==> src/design/tlvd_pkg.sv <==
package tlvd_pkg;

    localparam int unsigned LEN_BYTES_KEPT = 4;
    localparam int unsigned LEN_POS_W = 7;
    localparam logic [7:0] PTR_FLAG_MASK = 8'h80;
    localparam logic [6:0] LOW7_MASK = 7'h7F;

    typedef enum logic [1:0] {
        PH_TAG = 2'd0,
        PH_LEN = 2'd1,
        PH_EXT = 2'd2,
        PH_VAL = 2'd3
    } phase_t;

    typedef enum logic [1:0] {
        KIND_TAG     = 2'd0,
        KIND_LEN_HDR = 2'd1,
        KIND_LEN_EXT = 2'd2,
        KIND_VALUE   = 2'd3
    } byte_kind_t;

    typedef struct packed {
        byte_kind_t  byte_kind;
        logic [6:0]  record_tag;
        logic        pointer_flag;
        logic [7:0]  payload_byte;
        logic [31:0] value_index;
        logic [31:0] record_length;
        logic        record_done;
        logic        status;
    } result_t;

endpackage

==> src/design/tlvd_if.sv <==
interface tlvd_in_if;
    logic       valid;
    logic       ready;
    logic [7:0] stream_byte;
    logic       buffer_end;

    modport source (output valid, output stream_byte, output buffer_end, input ready);
    modport sink   (input valid, input stream_byte, input buffer_end, output ready);
endinterface

interface tlvd_out_if;
    logic        valid;
    logic        ready;
    logic [1:0]  byte_kind;
    logic [6:0]  record_tag;
    logic        pointer_flag;
    logic [7:0]  payload_byte;
    logic [31:0] value_index;
    logic [31:0] record_length;
    logic        record_done;
    logic        status;

    modport source (
        output valid, output byte_kind, output record_tag, output pointer_flag,
        output payload_byte, output value_index, output record_length,
        output record_done, output status, input ready
    );
    modport sink (
        input valid, input byte_kind, input record_tag, input pointer_flag,
        input payload_byte, input value_index, input record_length,
        input record_done, input status, output ready
    );
endinterface

==> src/design/tlv_stream_deframer.sv <==
// TLV stream deframer.
// The din channel takes one word per cycle: a byte of a TLV buffer and a flag
// that marks the last byte of the buffer. For every accepted word the dout
// channel delivers exactly one word that classifies the byte as tag, length
// header, extra length byte or value byte, together with the record's tag,
// pointer flag, decoded length, value offset, an end-of-record flag and a
// truncation status.
// Results are registered, in the skid register when the result register is
// held by a stall. Throughput is one word per cycle while dout.ready stays
// high; the parse state needs only one small update per byte (a 32-bit
// increment and compare on value bytes, a byte merge on length bytes).
// The output side holds a result register and a one-word skid register, so
// din.ready depends only on a register and not on dout.ready. When the
// receiver stalls, one more word is taken into the skid register, after which
// din.ready drops until the receiver takes a word again.
// Reset clears the parser to expect a tag byte and empties both output
// registers; nothing is lost or repeated across a stall.
module tlv_stream_deframer (
    input  logic clk,
    input  logic rst_n,
    tlvd_in_if.sink    din,
    tlvd_out_if.source dout
);
    import tlvd_pkg::*;

    // Parse state.
    phase_t                 phase_reg, phase_next;
    logic [6:0]             tag_reg, tag_next;
    logic                   ptr_reg, ptr_next;
    logic [LEN_POS_W-1:0]   left_reg, left_next;
    logic [LEN_POS_W-1:0]   pos_reg, pos_next;
    logic [31:0]            accum_reg, accum_next;
    logic [31:0]            vpos_reg, vpos_next;

    // Output stage: main register plus skid register.
    result_t main_reg, main_next;
    result_t skid_reg, skid_next;
    logic    main_valid_reg, main_valid_next;
    logic    skid_valid_reg, skid_valid_next;

    result_t res;
    logic    accept;
    logic    pop;
    logic    done;
    logic [31:0] vpos_inc;
    logic [31:0] merged;

    assign accept = din.valid && din.ready;
    assign pop    = dout.valid && dout.ready;
    assign din.ready = !skid_valid_reg;
    assign vpos_inc  = vpos_reg + 32'd1;

    // Place an extra length byte at its position, least significant first.
    // Only the first four byte positions fit into the 32-bit length.
    always_comb
    begin
        merged = accum_reg;
        if (pos_reg < LEN_POS_W'(LEN_BYTES_KEPT) && pos_reg < LEN_POS_W'(4))
        begin
            unique case (pos_reg[1:0])
                2'd0:    merged = accum_reg | {24'd0, din.stream_byte};
                2'd1:    merged = accum_reg | {16'd0, din.stream_byte, 8'd0};
                2'd2:    merged = accum_reg | {8'd0, din.stream_byte, 16'd0};
                default: merged = accum_reg | {din.stream_byte, 24'd0};
            endcase
        end
    end

    // Classify the incoming byte and work out the next parse state.
    always_comb
    begin
        phase_next = phase_reg;
        tag_next   = tag_reg;
        ptr_next   = ptr_reg;
        left_next  = left_reg;
        pos_next   = pos_reg;
        accum_next = accum_reg;
        vpos_next  = vpos_reg;
        done       = 1'b0;

        res.byte_kind     = KIND_TAG;
        res.record_tag    = tag_reg;
        res.pointer_flag  = ptr_reg;
        res.payload_byte  = din.stream_byte;
        res.value_index   = 32'd0;
        res.record_length = 32'd0;

        unique case (phase_reg)
            PH_TAG:
            begin
                ptr_next   = (din.stream_byte & PTR_FLAG_MASK) != 8'd0;
                tag_next   = din.stream_byte[6:0] & LOW7_MASK;
                accum_next = 32'd0;
                vpos_next  = 32'd0;
                phase_next = PH_LEN;
                res.byte_kind    = KIND_TAG;
                res.record_tag   = tag_next;
                res.pointer_flag = ptr_next;
            end
            PH_LEN:
            begin
                res.byte_kind = KIND_LEN_HDR;
                pos_next  = '0;
                vpos_next = 32'd0;
                if (din.stream_byte[7])
                begin
                    // Extended form: low bits count the extra length bytes.
                    left_next  = din.stream_byte[6:0];
                    accum_next = 32'd0;
                    if (din.stream_byte[6:0] == 7'd0)
                        done = 1'b1;
                    else
                        phase_next = PH_EXT;
                end
                else
                begin
                    accum_next = {24'd0, din.stream_byte};
                    if (din.stream_byte == 8'd0)
                        done = 1'b1;
                    else
                        phase_next = PH_VAL;
                end
                res.record_length = accum_next;
            end
            PH_EXT:
            begin
                res.byte_kind = KIND_LEN_EXT;
                accum_next = merged;
                pos_next   = pos_reg + LEN_POS_W'(1);
                left_next  = left_reg - LEN_POS_W'(1);
                if (left_next == '0)
                begin
                    if (merged == 32'd0)
                        done = 1'b1;
                    else
                    begin
                        phase_next = PH_VAL;
                        vpos_next  = 32'd0;
                    end
                end
                res.record_length = merged;
            end
            default:
            begin
                res.byte_kind     = KIND_VALUE;
                res.value_index   = vpos_reg;
                res.record_length = accum_reg;
                vpos_next = vpos_inc;
                if (vpos_inc == accum_reg)
                    done = 1'b1;
            end
        endcase

        res.record_done = done;
        res.status      = din.buffer_end && !done;

        // End of a record or of the buffer: back to expecting a tag byte.
        if (done || din.buffer_end)
        begin
            phase_next = PH_TAG;
            left_next  = '0;
            pos_next   = '0;
            accum_next = 32'd0;
            vpos_next  = 32'd0;
        end
    end

    // Output stage next values.
    always_comb
    begin
        main_next       = main_reg;
        skid_next       = skid_reg;
        main_valid_next = main_valid_reg;
        skid_valid_next = skid_valid_reg;
        if (skid_valid_reg)
        begin
            if (pop)
            begin
                main_next       = skid_reg;
                skid_valid_next = 1'b0;
            end
        end
        else if (accept)
        begin
            if (!main_valid_reg || pop)
            begin
                main_next       = res;
                main_valid_next = 1'b1;
            end
            else
            begin
                skid_next       = res;
                skid_valid_next = 1'b1;
            end
        end
        else if (pop)
        begin
            main_valid_next = 1'b0;
        end
    end

    always_ff @(posedge clk or negedge rst_n)
    begin
        if (!rst_n)
        begin
            phase_reg      <= PH_TAG;
            tag_reg        <= '0;
            ptr_reg        <= 1'b0;
            left_reg       <= '0;
            pos_reg        <= '0;
            accum_reg      <= '0;
            vpos_reg       <= '0;
            main_valid_reg <= 1'b0;
            skid_valid_reg <= 1'b0;
        end
        else
        begin
            if (accept)
            begin
                phase_reg <= phase_next;
                tag_reg   <= tag_next;
                ptr_reg   <= ptr_next;
                left_reg  <= left_next;
                pos_reg   <= pos_next;
                accum_reg <= accum_next;
                vpos_reg  <= vpos_next;
            end
            main_valid_reg <= main_valid_next;
            skid_valid_reg <= skid_valid_next;
        end
    end

    always_ff @(posedge clk)
    begin
        main_reg <= main_next;
        skid_reg <= skid_next;
    end

    assign dout.valid         = main_valid_reg;
    assign dout.byte_kind     = main_reg.byte_kind;
    assign dout.record_tag    = main_reg.record_tag;
    assign dout.pointer_flag  = main_reg.pointer_flag;
    assign dout.payload_byte  = main_reg.payload_byte;
    assign dout.value_index   = main_reg.value_index;
    assign dout.record_length = main_reg.record_length;
    assign dout.record_done   = main_reg.record_done;
    assign dout.status        = main_reg.status;

endmodule

==> src/flat_wrapper.sv <==
// flat-port wrapper written by rule: the top's interface ports become plain ports
module tlv_stream_deframer_flat import tlvd_pkg::*;
  (clk, rst_n, din_valid, din_stream_byte, din_buffer_end, din_ready, dout_valid, dout_byte_kind, dout_record_tag, dout_pointer_flag, dout_payload_byte, dout_value_index, dout_record_length, dout_record_done, dout_status, dout_ready);
  tlvd_in_if din_i ();
  tlvd_out_if dout_i ();
  input  logic clk;
  input  logic rst_n;
  input wire logic [$bits(din_i.valid)-1:0] din_valid;
  input wire logic [$bits(din_i.stream_byte)-1:0] din_stream_byte;
  input wire logic [$bits(din_i.buffer_end)-1:0] din_buffer_end;
  output wire logic [$bits(din_i.ready)-1:0] din_ready;
  output wire logic [$bits(dout_i.valid)-1:0] dout_valid;
  output wire logic [$bits(dout_i.byte_kind)-1:0] dout_byte_kind;
  output wire logic [$bits(dout_i.record_tag)-1:0] dout_record_tag;
  output wire logic [$bits(dout_i.pointer_flag)-1:0] dout_pointer_flag;
  output wire logic [$bits(dout_i.payload_byte)-1:0] dout_payload_byte;
  output wire logic [$bits(dout_i.value_index)-1:0] dout_value_index;
  output wire logic [$bits(dout_i.record_length)-1:0] dout_record_length;
  output wire logic [$bits(dout_i.record_done)-1:0] dout_record_done;
  output wire logic [$bits(dout_i.status)-1:0] dout_status;
  input wire logic [$bits(dout_i.ready)-1:0] dout_ready;
  assign din_i.valid = din_valid;
  assign din_i.stream_byte = din_stream_byte;
  assign din_i.buffer_end = din_buffer_end;
  assign din_ready = din_i.ready;
  assign dout_valid = dout_i.valid;
  assign dout_byte_kind = dout_i.byte_kind;
  assign dout_record_tag = dout_i.record_tag;
  assign dout_pointer_flag = dout_i.pointer_flag;
  assign dout_payload_byte = dout_i.payload_byte;
  assign dout_value_index = dout_i.value_index;
  assign dout_record_length = dout_i.record_length;
  assign dout_record_done = dout_i.record_done;
  assign dout_status = dout_i.status;
  assign dout_i.ready = dout_ready;
  tlv_stream_deframer u_core (.clk(clk), .rst_n(rst_n), .din(din_i), .dout(dout_i));
endmodule
==> config.mk <==
export PLATFORM = sky130hd
export DESIGN_NAME = tlv_stream_deframer_flat
export DESIGN_NICKNAME = d
export VERILOG_FILES = /design/src/design/tlvd_pkg.sv /design/src/design/tlvd_if.sv /design/src/design/tlv_stream_deframer.sv /design/src/flat_wrapper.sv
export SDC_FILE = /design/constraint.sdc
export NUM_CORES = 1
export LEC_CHECK = 0
export ABC_AREA = 1
export BUFFER_PORTS_ARGS = -buffer_cell sky130_fd_sc_hd__buf_2
export CAP_MARGIN = 40
export CORE_MARGIN = 2
export CORE_UTILIZATION = 45
export CTS_CLUSTER_SIZE = 14
export DETAILED_ROUTE_END_ITERATION = 12
export PLACE_DENSITY = 0.58
export SLEW_MARGIN = 10
export SYNTH_ARGS = -nofsm -noshare
export SYNTH_HDL_FRONTEND = slang
export SYNTH_SLANG_ARGS = --single-unit
==> constraint.sdc <==
create_clock -name clk -period 6.5 [get_ports clk]
set_input_delay 1.3 -clock clk [delete_from_list [all_inputs] [get_ports clk]]
set_output_delay 1.3 -clock clk [all_outputs]
set_load 0.02 [all_outputs]
==> summary.md <==
| Metric | Value |
|---|---|
| WP data arrival | 4.70 ns |
| Pwr dens | 369 nW/um2 |
| Largest net degree at the start of global routing | between 80 and 90 |
| Slew HR | 0.453 |
| Unrepaired setup endpoints after global routing | false |
| I/O pin cnt | approximately 100 |
| Synth unique cells | 42 |
| Cells along the critical path | nor2_1 -> nand2_1 -> nor2_1 -> nand4_1 -> nand2_1 -> nand2_1 -> nor2_1 -> nand2_1 -> nor2_1 -> nand3_1 -> nand2_1 -> nand2_1 -> nand3_4 -> inv_2 -> nand2_1 -> buf_4 -> o22ai_1 |
| Synth Register Bits | roughly 260 |
| Top cells by area, synth | edfxtp_1 (38%), dfrtp_1 (17%), nand2_1 (14%) |
| Cells after Synth | about 1600 |
| Clk_skew | ~0.012 ns |
| Final GP Congestion | 0.899 |
| Crit-path slowest cell | nor2_1 |
| # Max-Cap Violations | 0 |
| Initial core utilization | 0.456 |
| Final setup fails | 0 |
| CP startpoint | u_core.pos_reg[5] |
| WL/cell | 17.6 um |
| Die ar. | between 30000 and 40000 um2 |
| Synth-to-layout area growth | 13.0% |
| CTS Buf Count | 28 |
| Reg2reg end | u_core.accum_reg[15] |
| DR vias/cell | ~5.3 |
| Worst Hold Class | reg2reg |
| PortBufs | 98 |
| WHS | a little under 0.5 ns |
| CTS tree | done |
| Clock Pin Slew Worst Setup and Hold Paths | 0.07 ns |
| Mean Syn Cell Area | about 8.5 um2 |
| Top cell type's share of synthesized area | 0.376 |
| Startpoint Class | flop |
| Register area | between 7000 and 8000 um2 |
| Area of the multi-input gates | between 5000 and 6000 um2 |
| WL final | around 37000 um |
| TNS Setup | 0 ns |
| DP Area | about 14000 um2 |
| Vias in the first global route | just over 10000 |
| Post-CTS sizing | 0 |
| Post-synthesis cell area | 13400 um2 |
| Most common cell after layout, fill and taps aside | nand2_1 |
| Synth async-reset ratio | 0.349 |
| Initial antenna violation count | 0 |
| Min Tclk post-route | around 4.3 ns |
| DRT Pass-1 Iters | 6 |
| Max Fclk | roughly 230 MHz |
| Layout fillers | roughly 2800 |
| GRT Util Overall | 0.236 |
| # clock sinks | about 260 |
| Post-route ant nets | 0 |
| Register-to-register setup slack | between 2 and 2.5 ns |
| Pin slew with the least headroom to its limit | slightly above 0.8 ns |
| Commonest non-fill, non-tap cells in the layout | nand2_1 (495), inv_1 (188), edfxtp_1 (168), nor2_1 (142), o21ai_0 (109) |
| Total global routing overflow | 0 |
| Largest register FFs | 84 |
| CP endpoint | u_core.accum_reg[15] |
| PnR worst setup slack | 2.20 ns |
| Outcome | completed |
| Fraction of layout cells with a size suffix above 1 | 0.127 |
| Hpwl dp | between 20000 and 30000 um |
| Die width | 177 um |
| Final core utilization | 0.515 |
| Syn nets | ~1600 |
| Dpl cells | 2022 |
| Max H-tree Level | 1 |
| Final hold violations | 0 |
| Fin nets | between 1500 and 2000 |
| Required time worst endpoint | a little under 7 ns |
| # hold bufs at CTS | 0 |
| Clock Tree Buf Depth | 3 |
| VDD IR-drop max | between 0.3 and 0.4 mV |
| Die H | 177 um |
| Via Count | between 10000 and 15000 |
| Synth Flop Type | edfxtp_1 |
| FF-to-FF Start | u_core.pos_reg[5] |
| Rows | 63 |
| R2R depth | 17 |
| Crit path capture type | flop |
| Fin. max-slew vios | 0 |
| CP max stage delay | around 0.6 ns |
| Total power draw | roughly 5.6 mW |
| Core area | ~29000 um2 |
| Dpl ws | 2.16 ns |
| EDFF count, synth | 168 |
| Root buf cell | clkbuf_16 |
| Crit-path max FO | 39 |
| Post-CTS Repair Setup Buffers | 0 |
| Static Leakage | between 6 and 7 nW |
| 1st-iter DRT viols | approximately 1000 |
| Synth area leader | edfxtp_1 |
| Final instance area | approximately 15000 um2 |
| Setup CP Type | reg2reg |
| Final period util | 0.662 |
| Non-Filler Instances | roughly 2100 |
| Diode count | 0 |
| Syn. warnings | 0 |
| Worst path most repeated cell | nand2_1 |
| Seq/Total Area, Yosys | 0.543 |
| First-pass GRT wire length | around 57000 um |
| Worst skew pair latency | between 0.5 and 0.6 ns |
| Post-route DRC | 0 |
==> power by group <==
| part | internal (mW) | switching, mW | leakage [nW] | total (mW) |
|---|---|---|---|---|
| logic | 0.455 | 1.20 | 3.24 | 1.66 |
| clock network | 0.902 | 0.635 | 0.432 | 1.54 |
| registers | 2.23 | 0.176 | 2.84 | 2.41 |
==> synth_stat cells, types with 7 or more instances <==
cell	n
nand2_1	495
inv_1	188
edfxtp_1	168
nor2_1	144
o21ai_0	109
nand3_1	93
dfrtp_1	90
o22ai_1	57
clkbuf_1	36
o21ai_2	33
nand4_1	30
nor3_1	16
ha_1	13
a21oi_1	9
o21ai_1	9
buf_2	8
nor2_4	8
buf_6	7
xnor2_1	7
xor2_1	7
==> area by class of cell <==
class                           instances  share of cell area
Timing Repair Buffer                  110              0.0414
Clock inverter                         15             0.00841
Tap cell                              390              0.0321
Sequential cell                       258               0.481
Inverter                              190              0.0470
Multi-Input combinational cell       1074               0.340
Clock buffer                           36              0.0502
==> metal layers <==
layer	GRT usage	up-vias	wire length (um)
li1	-	5408	-
met1	0.334	5071	16700
met2	0.374	355	16600
met3	0.0372	58	2170
met4	0.0702	0	1020
met5	0	-	0
==> cells by family (layout without fill, tap and decap cells) <==
family,Yosys count,in the layout,synth area share
XOR/XNOR,15,15,0.0108
buffers and inverters,246,351,0.0740
AND/OR/NAND/NOR,814,814,0.256
adder cells (fa/ha/maj),13,13,0.0121
AO/OA/AOI/OAI,232,232,0.104
flip-flops,258,258,0.543
==> worst min-delay path by stage <==
stage | startpoint | end | slack [ns] | cells after the start
finish | u_core.ptr_reg | u_core.ptr_reg | 0.49 | 2
global route | u_core.ptr_reg | u_core.ptr_reg | 0.52 | 2
CTS | u_core.tag_reg[2] | u_core.tag_reg[2] | 0.49 | 2
detailed placement | u_core.tag_reg[2] | u_core.tag_reg[2] | 0.47 | 2
global placement | u_core.tag_reg[5] | u_core.tag_reg[5] | 0.47 | 2
floorplan | u_core.ptr_reg | u_core.ptr_reg | 0.45 | 2
==> critical path, delay by kind of cell, from the launching register on <==
| family | cells | cell delay (ns) |
|---|---|---|
| AO/OA/AOI/OAI | 1 | 0.12 |
| flip-flops | 1 | 0.42 |
| buffers and inverters | 2 | 0.70 |
| AND/OR/NAND/NOR | 14 | 2.89 |
Note: power is estimated with default switching activity, not from simulation.
